## src/rtl/core/vmwam_pkg.sv

```systemverilog
// ----------------------------------------------------------------------------
// vmwam_pkg
// shared constants and stage types of the video write address map
// ----------------------------------------------------------------------------
`timescale 1ns / 1ps
`default_nettype none

package vmwam_pkg;

	localparam logic [15:0] TEXT_LO    = 16'h0400;
	localparam logic [15:0] TEXT_HI    = 16'h0C00;
	localparam logic [15:0] TEXT_PAGE2 = 16'h0800;
	localparam logic [15:0] HGR_LO     = 16'h2000;
	localparam logic [15:0] HGR_HI     = 16'h6000;
	localparam logic [15:0] HGR_PAGE2  = 16'h4000;

	localparam logic [6:0] ROW_BYTES  = 7'd40;
	localparam logic [6:0] TWO_ROWS   = 7'd80;
	localparam logic [6:0] HOLE_START = 7'd120;

	localparam logic REGION_TEXT = 1'b0;
	localparam logic REGION_HGR  = 1'b1;

	// after decode: address split into its interleave fields
	typedef struct packed {
		logic       hit;
		logic       region;
		logic       bank;
		logic       page;
		logic [1:0] group;
		logic [2:0] row_bits;
		logic [2:0] scan;
		logic [5:0] column;
		logic [7:0] data;
	} dec_t;

	// after row assembly: fields already cleared on a miss
	typedef struct packed {
		logic       hit;
		logic       region;
		logic       bank;
		logic       page;
		logic [7:0] row;
		logic [5:0] column;
		logic [7:0] data;
	} row_t;

endpackage

`default_nettype wire

```

## src/rtl/core/vmwam_if.sv

```systemverilog
// ----------------------------------------------------------------------------
// vmwam channel interfaces
// valid/ready channels for the incoming write and the mapped result
// ----------------------------------------------------------------------------
`timescale 1ns / 1ps
`default_nettype none

interface vmwam_cmd_if;
	logic        valid;
	logic        ready;
	logic [15:0] cpu_address;
	logic        aux_bank;
	logic [7:0]  write_byte;

	modport source (output valid, output cpu_address, output aux_bank, output write_byte,
		input ready);
	modport sink (input valid, input cpu_address, input aux_bank, input write_byte,
		output ready);
endinterface

interface vmwam_res_if;
	logic        valid;
	logic        ready;
	logic        hit;
	logic        region;
	logic        bank_out;
	logic        page_out;
	logic [7:0]  screen_row;
	logic [5:0]  screen_column;
	logic [12:0] linear_index;
	logic [7:0]  byte_out;

	modport source (output valid, output hit, output region, output bank_out,
		output page_out, output screen_row, output screen_column, output linear_index,
		output byte_out, input ready);
	modport sink (input valid, input hit, input region, input bank_out,
		input page_out, input screen_row, input screen_column, input linear_index,
		input byte_out, output ready);
endinterface

`default_nettype wire

```

## src/rtl/core/vmwam_decode.sv

```systemverilog
// ----------------------------------------------------------------------------
// vmwam_decode
// first stage: region and page decode, screen hole test, group and column split
// ----------------------------------------------------------------------------
`timescale 1ns / 1ps
`default_nettype none

module vmwam_decode
	import vmwam_pkg::*;
(
	input  wire logic  clk,
	input  wire logic  arst_n,
	vmwam_cmd_if.sink  cmd,
	input  wire logic  ready_dn,
	output logic       valid_s1,
	output dec_t       dec_s1
);

	logic       is_text;
	logic       is_hgr;
	logic [6:0] low7;
	logic       ge40;
	logic       ge80;
	logic       hole;
	logic [6:0] col_base;
	logic [6:0] col_full;
	dec_t       dec_d;
	logic       load;

	assign cmd.ready = !valid_s1 || ready_dn;
	assign load      = cmd.valid && cmd.ready;

	always_comb begin
		is_text  = (cmd.cpu_address >= TEXT_LO) && (cmd.cpu_address < TEXT_HI);
		is_hgr   = (cmd.cpu_address >= HGR_LO) && (cmd.cpu_address < HGR_HI);
		low7     = cmd.cpu_address[6:0];
		ge40     = low7 >= ROW_BYTES;
		ge80     = low7 >= TWO_ROWS;
		hole     = low7 >= HOLE_START;
		col_base = ge80 ? TWO_ROWS : (ge40 ? ROW_BYTES : 7'd0);
		col_full = low7 - col_base;

		dec_d          = '0;
		dec_d.hit      = (is_text || is_hgr) && !hole;
		dec_d.region   = is_hgr ? REGION_HGR : REGION_TEXT;
		dec_d.bank     = cmd.aux_bank;
		dec_d.page     = is_hgr ? (cmd.cpu_address >= HGR_PAGE2)
			: (cmd.cpu_address >= TEXT_PAGE2);
		dec_d.group    = ge80 ? 2'd2 : (ge40 ? 2'd1 : 2'd0);
		dec_d.row_bits = cmd.cpu_address[9:7];
		dec_d.scan     = cmd.cpu_address[12:10];
		dec_d.column   = col_full[5:0];
		dec_d.data     = cmd.write_byte;
	end

	always_ff @(posedge clk or negedge arst_n) begin
		if (!arst_n) begin
			valid_s1 <= 1'b0;
		end else if (cmd.ready) begin
			valid_s1 <= cmd.valid;
		end
	end

	always_ff @(posedge clk) begin
		if (load) begin
			dec_s1 <= dec_d;
		end
	end

endmodule

`default_nettype wire

```

## src/rtl/core/vmwam_row.sv

```systemverilog
// ----------------------------------------------------------------------------
// vmwam_row
// second stage: linear row from group, row bits and scanline, miss clearing
// ----------------------------------------------------------------------------
`timescale 1ns / 1ps
`default_nettype none

module vmwam_row
	import vmwam_pkg::*;
(
	input  wire logic clk,
	input  wire logic arst_n,
	input  wire logic valid_s1,
	input  dec_t      dec_s1,
	output logic      ready_up,
	input  wire logic ready_dn,
	output logic      valid_s2,
	output row_t      row_s2
);

	row_t row_d;

	assign ready_up = !valid_s2 || ready_dn;

	always_comb begin
		row_d = '0;
		if (dec_s1.hit) begin
			row_d.hit    = 1'b1;
			row_d.region = dec_s1.region;
			row_d.bank   = dec_s1.bank;
			row_d.page   = dec_s1.page;
			// text: group*8 + row bits, hi-res: group*64 + row bits*8 + scanline
			if (dec_s1.region == REGION_HGR) begin
				row_d.row = {dec_s1.group, dec_s1.row_bits, dec_s1.scan};
			end else begin
				row_d.row = {3'b000, dec_s1.group, dec_s1.row_bits};
			end
			row_d.column = dec_s1.column;
			row_d.data   = dec_s1.data;
		end
	end

	always_ff @(posedge clk or negedge arst_n) begin
		if (!arst_n) begin
			valid_s2 <= 1'b0;
		end else if (ready_up) begin
			valid_s2 <= valid_s1;
		end
	end

	always_ff @(posedge clk) begin
		if (ready_up && valid_s1) begin
			row_s2 <= row_d;
		end
	end

endmodule

`default_nettype wire

```

## src/rtl/core/vmwam_index.sv

```systemverilog
// ----------------------------------------------------------------------------
// vmwam_index
// third stage: linear index row*40 + column into the output register
// ----------------------------------------------------------------------------
`timescale 1ns / 1ps
`default_nettype none

module vmwam_index
	import vmwam_pkg::*;
(
	input  wire logic  clk,
	input  wire logic  arst_n,
	input  wire logic  valid_s2,
	input  row_t       row_s2,
	output logic       ready_up,
	vmwam_res_if.source res
);

	logic [12:0] index_d;
	logic        valid_s3;

	// row*40 as row*32 + row*8
	assign index_d = {row_s2.row, 5'b00000} + {2'b00, row_s2.row, 3'b000}
		+ {7'b0000000, row_s2.column};

	assign ready_up  = !valid_s3 || res.ready;
	assign res.valid = valid_s3;

	always_ff @(posedge clk or negedge arst_n) begin
		if (!arst_n) begin
			valid_s3 <= 1'b0;
		end else if (ready_up) begin
			valid_s3 <= valid_s2;
		end
	end

	always_ff @(posedge clk) begin
		if (ready_up && valid_s2) begin
			res.hit           <= row_s2.hit;
			res.region        <= row_s2.region;
			res.bank_out      <= row_s2.bank;
			res.page_out      <= row_s2.page;
			res.screen_row    <= row_s2.row;
			res.screen_column <= row_s2.column;
			res.linear_index  <= index_d;
			res.byte_out      <= row_s2.data;
		end
	end

endmodule

`default_nettype wire

```

## src/rtl/core/video_memory_write_address_map.sv

```systemverilog
// ----------------------------------------------------------------------------
// video_memory_write_address_map
// maps an interleaved screen write address to a linear frame buffer location
// ----------------------------------------------------------------------------
//
//   channel  dir  payload                                            role
//   cmd      in   cpu_address, aux_bank, write_byte                  cpu write word
//   res      out  hit, region, bank_out, page_out, screen_row,       mapped word
//                 screen_column, linear_index, byte_out
//
// three register stages (decode, row, index); one word is taken every cycle
// while res drains. each stage holds its word when the one after it is full
// and stalled, so bubbles still fill behind a waiting result. reset clears
// the valid bits only; the pipeline is empty afterwards.
//
`timescale 1ns / 1ps
`default_nettype none

module video_memory_write_address_map
	import vmwam_pkg::*;
(
	input  wire logic   clk,
	input  wire logic   arst_n,
	vmwam_cmd_if.sink   cmd,
	vmwam_res_if.source res
);

	logic valid_s1;
	logic valid_s2;
	dec_t dec_s1;
	row_t row_s2;
	logic ready_2;
	logic ready_3;

	vmwam_decode u_decode (
		.clk      (clk),
		.arst_n   (arst_n),
		.cmd      (cmd),
		.ready_dn (ready_2),
		.valid_s1 (valid_s1),
		.dec_s1   (dec_s1)
	);

	vmwam_row u_row (
		.clk      (clk),
		.arst_n   (arst_n),
		.valid_s1 (valid_s1),
		.dec_s1   (dec_s1),
		.ready_up (ready_2),
		.ready_dn (ready_3),
		.valid_s2 (valid_s2),
		.row_s2   (row_s2)
	);

	vmwam_index u_index (
		.clk      (clk),
		.arst_n   (arst_n),
		.valid_s2 (valid_s2),
		.row_s2   (row_s2),
		.ready_up (ready_3),
		.res      (res)
	);

endmodule

`default_nettype wire

```

## src/flat_wrapper.sv

```systemverilog
// flat-port wrapper written by rule: the top's interface ports become plain ports
module video_memory_write_address_map_flat import vmwam_pkg::*;
  (clk, arst_n, cmd_valid, cmd_cpu_address, cmd_aux_bank, cmd_write_byte, cmd_ready, res_valid, res_hit, res_region, res_bank_out, res_page_out, res_screen_row, res_screen_column, res_linear_index, res_byte_out, res_ready);
  vmwam_cmd_if cmd_i ();
  vmwam_res_if res_i ();
  input  wire logic clk;
  input  wire logic arst_n;
  input wire logic [$bits(cmd_i.valid)-1:0] cmd_valid;
  input wire logic [$bits(cmd_i.cpu_address)-1:0] cmd_cpu_address;
  input wire logic [$bits(cmd_i.aux_bank)-1:0] cmd_aux_bank;
  input wire logic [$bits(cmd_i.write_byte)-1:0] cmd_write_byte;
  output wire logic [$bits(cmd_i.ready)-1:0] cmd_ready;
  output wire logic [$bits(res_i.valid)-1:0] res_valid;
  output wire logic [$bits(res_i.hit)-1:0] res_hit;
  output wire logic [$bits(res_i.region)-1:0] res_region;
  output wire logic [$bits(res_i.bank_out)-1:0] res_bank_out;
  output wire logic [$bits(res_i.page_out)-1:0] res_page_out;
  output wire logic [$bits(res_i.screen_row)-1:0] res_screen_row;
  output wire logic [$bits(res_i.screen_column)-1:0] res_screen_column;
  output wire logic [$bits(res_i.linear_index)-1:0] res_linear_index;
  output wire logic [$bits(res_i.byte_out)-1:0] res_byte_out;
  input wire logic [$bits(res_i.ready)-1:0] res_ready;
  assign cmd_i.valid = cmd_valid;
  assign cmd_i.cpu_address = cmd_cpu_address;
  assign cmd_i.aux_bank = cmd_aux_bank;
  assign cmd_i.write_byte = cmd_write_byte;
  assign cmd_ready = cmd_i.ready;
  assign res_valid = res_i.valid;
  assign res_hit = res_i.hit;
  assign res_region = res_i.region;
  assign res_bank_out = res_i.bank_out;
  assign res_page_out = res_i.page_out;
  assign res_screen_row = res_i.screen_row;
  assign res_screen_column = res_i.screen_column;
  assign res_linear_index = res_i.linear_index;
  assign res_byte_out = res_i.byte_out;
  assign res_i.ready = res_ready;
  video_memory_write_address_map u_core (.clk(clk), .arst_n(arst_n), .cmd(cmd_i), .res(res_i));
endmodule
```

## config.mk

```make
export PLATFORM = sky130hd
export DESIGN_NAME = video_memory_write_address_map_flat
export DESIGN_NICKNAME = d
export VERILOG_FILES = /design/src/rtl/core/vmwam_pkg.sv /design/src/rtl/core/vmwam_if.sv /design/src/rtl/core/vmwam_decode.sv /design/src/rtl/core/vmwam_row.sv /design/src/rtl/core/vmwam_index.sv /design/src/rtl/core/video_memory_write_address_map.sv /design/src/flat_wrapper.sv
export SDC_FILE = /design/constraint.sdc
export NUM_CORES = 1
export LEC_CHECK = 0
export BUFFER_PORTS_ARGS = -buffer_cell sky130_fd_sc_hd__buf_2
export CORE_MARGIN = 2
export CORE_UTILIZATION = 35
export DETAILED_ROUTE_END_ITERATION = 10
export PLACE_DENSITY_LB_ADDON = 0.12
export SKIP_LAST_GASP = 1
export SLEW_MARGIN = 40
export SYNTH_ARGS = -nofsm -noshare
export SYNTH_HDL_FRONTEND = slang
export SYNTH_SLANG_ARGS = --single-unit
```

## constraint.sdc

```tcl
create_clock -name clk -period 3.7 [get_ports clk]
set_input_delay 0.37 -clock clk [delete_from_list [all_inputs] [get_ports clk]]
set_output_delay 0.37 -clock clk [all_outputs]
set_load 0.01 [all_outputs]
```

# After elaboration in Yosys (flattened, before gate mapping)
# Index checks and enable logic that the tools add are counted.
# op_classes
magnitude_cmp,9
reduce_logical,15
muxes,7
addsub,3
# ops
cell,n
2-to-1 mux 26 bit,1
">= comparator 16 x 11 -> 1 bit, second input constant",1
">= comparator 16 x 12 -> 1 bit, second input constant",1
">= comparator 16 x 14 -> 1 bit, second input constant",1
">= comparator 16 x 15 -> 1 bit, second input constant",1
"< comparator 16 x 12 -> 1 bit, second input constant",1
"< comparator 16 x 15 -> 1 bit, second input constant",1
">= comparator 7 bit, second input constant",2
adder 13 x 11 -> 13 bit,1
adder 13 x 6 -> 13 bit,1
2-to-1 mux 6 bit,2
2-to-1 mux 8 bit,1
">= comparator 7 x 6 -> 1 bit, second input constant",1
logical AND 1 bit,6
subtractor 6 bit,1
logical NOT 1 bit,4
logical OR 1 bit,4
2-to-1 mux 1 bit,3
AND reduction 2 bit,1
# totals
register_bits,94
output_inout_bits,41
wordCells,62

# Depth between registers and ports, before layout
# depth
word_depth,5
ltp_mapped,9

# Hierarchy
# From an unflattened synthesis, not the netlist that was laid out.
# unflattened
hier_cells,214
area_unflattened_um2,3656.0
# by_module_without_submodules
module,n_inst,area_per_inst_um2,cells_per_inst
vmwam_index,1,1607.8,97
vmwam_row,1,1054.8,63
vmwam_decode,1,993.5,54

# Worst setup path before layout
# OpenSTA, ideal clock, no wires.
# synth_timing
path_kind,reg2reg
start,"reg, netlist name u_core.u_row.row_s2[13]"
end,"reg u_core.u_index.res.linear_index[12], data pin"
t_arrival_ns,1.940
setup_slack_ns,1.498
required_time_ns,3.437
stages_incl_launch_ff,9
path_cell_list,edfxtp_1 -> inv_1 -> fa_1 -> fa_1 -> inv_1 -> a21o_1 -> a41o_2 -> o41ai_2 -> xnor2_1
# synth_between
elab_chain_cells,1
# synth_rtl
element,line,text
adder 13 x 6 -> 13 bit,vmwam_index.sv:24,"+ {7'b0000000, row_s2.column};"
net u_core.u_index.index_d[12],vmwam_index.sv:19,logic [12:0] index_d;
to (signal assigned),vmwam_index.sv:45,res.linear_index <= index_d;
to (decl),vmwam_if.sv:34,"output page_out, output screen_row, output screen_column, output linear_index,"
# The timed path passes the listed nets, and every way through them passes these cells.
# A chain may end at the register's enable or synchronous reset.

# Worst setup path in the final report
# layout_timing
start,"reg, netlist name u_core.u_row.row_s2[14]"
end,"reg u_core.u_index.res.linear_index[12], data pin"
# layout_between
elab_chain_cells,2
# layout_rtl
element,line,text
adder 13 x 11 -> 13 bit,vmwam_index.sv:23,"assign index_d = {row_s2.row, 5'b00000} + {2'b00, row_s2.row, 3'b000}"
adder 13 x 6 -> 13 bit,vmwam_index.sv:24,
net u_core.u_index.index_d[12],vmwam_index.sv:19,
# The timed path passes the listed nets, and every way through them passes these cells.

==> impl_metrics.yaml <==
status:
  run_status: "completed"
worst_hold_path:
  min_path_type: "input pin to flip-flop"
  hp-start: "cmd_aux_bank"
  hold_path_end: "u_core.u_decode.dec_s1[23]"
  hold_depth: 1
floorplan:
  coreArea_um2: 10200
  die_h_um: 106
  num_rows: 37
  dieArea_um2: 11200
  die_x_um: 106
  start_util_pct: 35.5
  boundaryPins: 70
clocking:
  clk-insertion-delay-late_ns: 0.35
  numCtsBuffers: 9
  cts_buffer_depth: 2
  cts_resized: 0
  cts-root-buf: "clkbuf_8"
  cts_hold_buf: 1
  cts_setup_buffers: 0
  cts_sinks: 91
  htreeDepth: 3
  path_clk_slew_ns: 0.09
  cts_tree: "built"
cells_and_area:
  regArea_um2: 2720
  final_cell_count_no_fill: 430
  fillers: 975
  syn2layout_area_growth_pct: 18.7
  num_antenna_cells: 0
  layout_commonest_cell: "edfxtp_1"
  drive_gt1_share_pct: 30.6
  final_cell_mix: "edfxtp_1, buf_2, and2_1"
  nNetsFinal: 338
  fin_util_pct: 42.2
  multi_input_area_um2: 817
placement:
  post-place-ws_ns: 1.35
  place_hpwl_um: 3780
  place_inst: 414
  place_congestion: 0.711
  numPortBuffers: 69
grt:
  grt-ovfl-total: 0
  antenna_found_initial: 0
  grt_pass1_wl_um: 8710
  grt_use_total_pct: 10.6
  grt_max_degree: 37
  grt_pass1_vias: 1733
detailed_routing:
  drt_iter0_drc: 67
  drc: 0
  via_count: 1793
  ant_nets: 0
  drt-pass1-iter-count: 5
  vias_per_cell: 4.17
  wl_um: 5530
  wl_per_cell_um: 12.9
setup_path:
  critPathCaptureType: "flip-flop"
  start_kind: "flip-flop"
  path_cells: "inv_1, fa_1, fa_1, inv_1, a21o_1, a41o_2, o41ai_2, xnor2_1"
  timing.rr.end: "u_core.u_index.res.linear_index[12]"
  ff2ff_path_depth: 8
  worst-setup-path-type: "flip-flop to flip-flop"
  cpPeakStageDelay_ns: 0.56
  path_delay_family: "adder cells"
  path_depth: 8
  rrSetupSlack_ns: 1.38
  required_ns: 3.81
  rr_startpoint: "u_core.u_row.row_s2[14]"
  slowest_stage: "fa_1"
  path_max_fanout: 3
  crit_buf_inv: 2
  arrival_ns: 2.43
yosys:
  ys_ff_latch: 91
  ys.warnings.count: 0
  syn-num-nets: 261
  avgSynthCellArea_um2: 17.0
  synth_cells: 213
  mappedNetlistArea_um2: 3620
  yosysUniqueCellTypes: 30
  ys_seq_area_share_pct: 75.1
timing:
  rsz0062_at_grt: "no"
  worst_pin_slew_ns: 0.666
  max-slew-margin-rel_pct: 55.6
  finalSetupViolations: 0
  min_period_ns: 2.32
  hold_viol: 0
  fin_crit_sh_pct: 62.8
  setup_slack_ns: 1.38
  tns_ns: 0
  maxSlewViolCount: 0
  finalClockSkew_ns: 0.0126
  fmax_mhz: 431
  timing.hold.ws_ns: 0.190
power_and_ir_drop:
  switchingPower_uw: 566
  swShare_pct: 25.3
  seqPwrFrac_pct: 59.2
  powerDensity_nw_per_um2: 520
  p_clk_share_pct: 26.0
  vdd_drop_max_v: 0.000168
  power.internal_uw: 1670
  pwr-share-comb_pct: 14.8
  power.leakage_uw: 0.00172
run:
  maxCapViolCount: 0
[per-layer routing]
metal	share of wire [%]	global-route usage, %	up-vias
met2	48	15.9	45
met3	5.3	3.71	5
met4	1.5	5.64	0
met1	45	13.3	820
li1	-	-	923
met5	0	0	-
[worst max path at each step]
stage	startpoint	end	slack [ns]
finish	u_core.u_row.row_s2[14]	u_core.u_index.res.linear_index[12]	1.38
global route	u_core.u_row.row_s2[14]	u_core.u_index.res.linear_index[12]	1.24
CTS	u_core.u_row.row_s2[14]	u_core.u_index.res.linear_index[12]	1.35
detailed placement	u_core.u_row.row_s2[14]	u_core.u_index.res.linear_index[12]	1.35
global placement	u_core.u_row.row_s2[14]	u_core.u_index.res.linear_index[12]	1.40
floorplan	u_core.u_row.row_s2[13]	u_core.u_index.res.linear_index[12]	1.50
[flip-flops by register name, summed over array words and instances, names as in the netlist, 6 cells and up]
| name | flops |
|---|---|
| u_core.u_index.res.screen_column | 6 |
| u_core.u_index.res.byte_out | 8 |
| u_core.u_decode.dec_s1 | 26 |
| u_core.u_index.res.screen_row | 8 |
| u_core.u_index.res.linear_index | 10 |
| u_core.u_row.row_s2 | 26 |
[through the flow]
step                power (µW)  instance area, µm²
finish                    2230                4290
detailed placement        1690                4120
global placement          1680                4120
CTS                       2280                4290
global route              2370                4290
floorplan                 1560                3620
[synthesized netlist by cell type]
cell       n  area [µm²]
edfxtp_1  88        2640
and2_1    20         125
ha_1      16         200
inv_1     14        52.6
xnor2_1   11        96.3
nor2_1     7        26.3
nor2b_1    7        43.8
mux2i_1    5        50.1
nand2b_1   5        31.3
o21ai_1    4        20.0
a21oi_1    3        15.0
and3_1     3        18.8
buf_4      3        22.5
clkbuf_1   3        11.3
dfrtp_1    3        75.1
fa_1       3        60.1
nand2_1    2        7.51
nand3_1    2        10.0
o21a_1     2        15.0
o21ai_0    2        10.0
a211oi_1   1        7.51
a21o_1     1        7.51
a31oi_1    1        6.26
a41o_1     1        10.0
a41o_2     1        11.3
and2_4     1        8.76
nor3_1     1        5.00
o22ai_1    1        6.26
o41ai_2    1        16.3
or3_1      1        6.26
[final cells by class]
| type | count | area share, % |
|---|---|---|
| inverter | 14 | 1.22 |
| multi-input combinational | 102 | 19.0 |
| tap | 136 | 3.96 |
| clock inverter | 6 | 0.991 |
| clock buffer | 9 | 2.88 |
| sequential | 91 | 63.3 |
| timing repair buffer | 72 | 8.62 |
[cells by family (layout without fill, tap and decap cells)]
kind of cell | count (synthesis) | after routing | synth area share (%)
compound gates | 18 | 18 | 3.46
fa+ha+maj | 19 | 19 | 7.19
buf+inv | 20 | 101 | 2.39
mux | 5 | 5 | 1.38
simple gates | 49 | 49 | 7.81
flops | 91 | 91 | 75.1
xor+xnor | 11 | 11 | 2.66
[worst register-to-register path, cell delays in order (launching register included)]
cell,delay (ns)
edfxtp_1,0.39
inv_1,0.07
fa_1,0.56
fa_1,0.22
inv_1,0.05
a21o_1,0.18
a41o_2,0.29
o41ai_2,0.23
xnor2_1,0.10
[power groups by stage]
| stage | clock network (µW) | registers, µW | logic, µW |
|---|---|---|---|
| CTS | 611 | 1330 | 339 |
| global route | 658 | 1340 | 372 |
| finish | 581 | 1320 | 330 |
| floorplan | 0 | 1370 | 190 |
| global placement | 0 | 1350 | 335 |
| detailed placement | 0 | 1350 | 336 |
No activity file was read; power rests on OpenSTA's default activity.
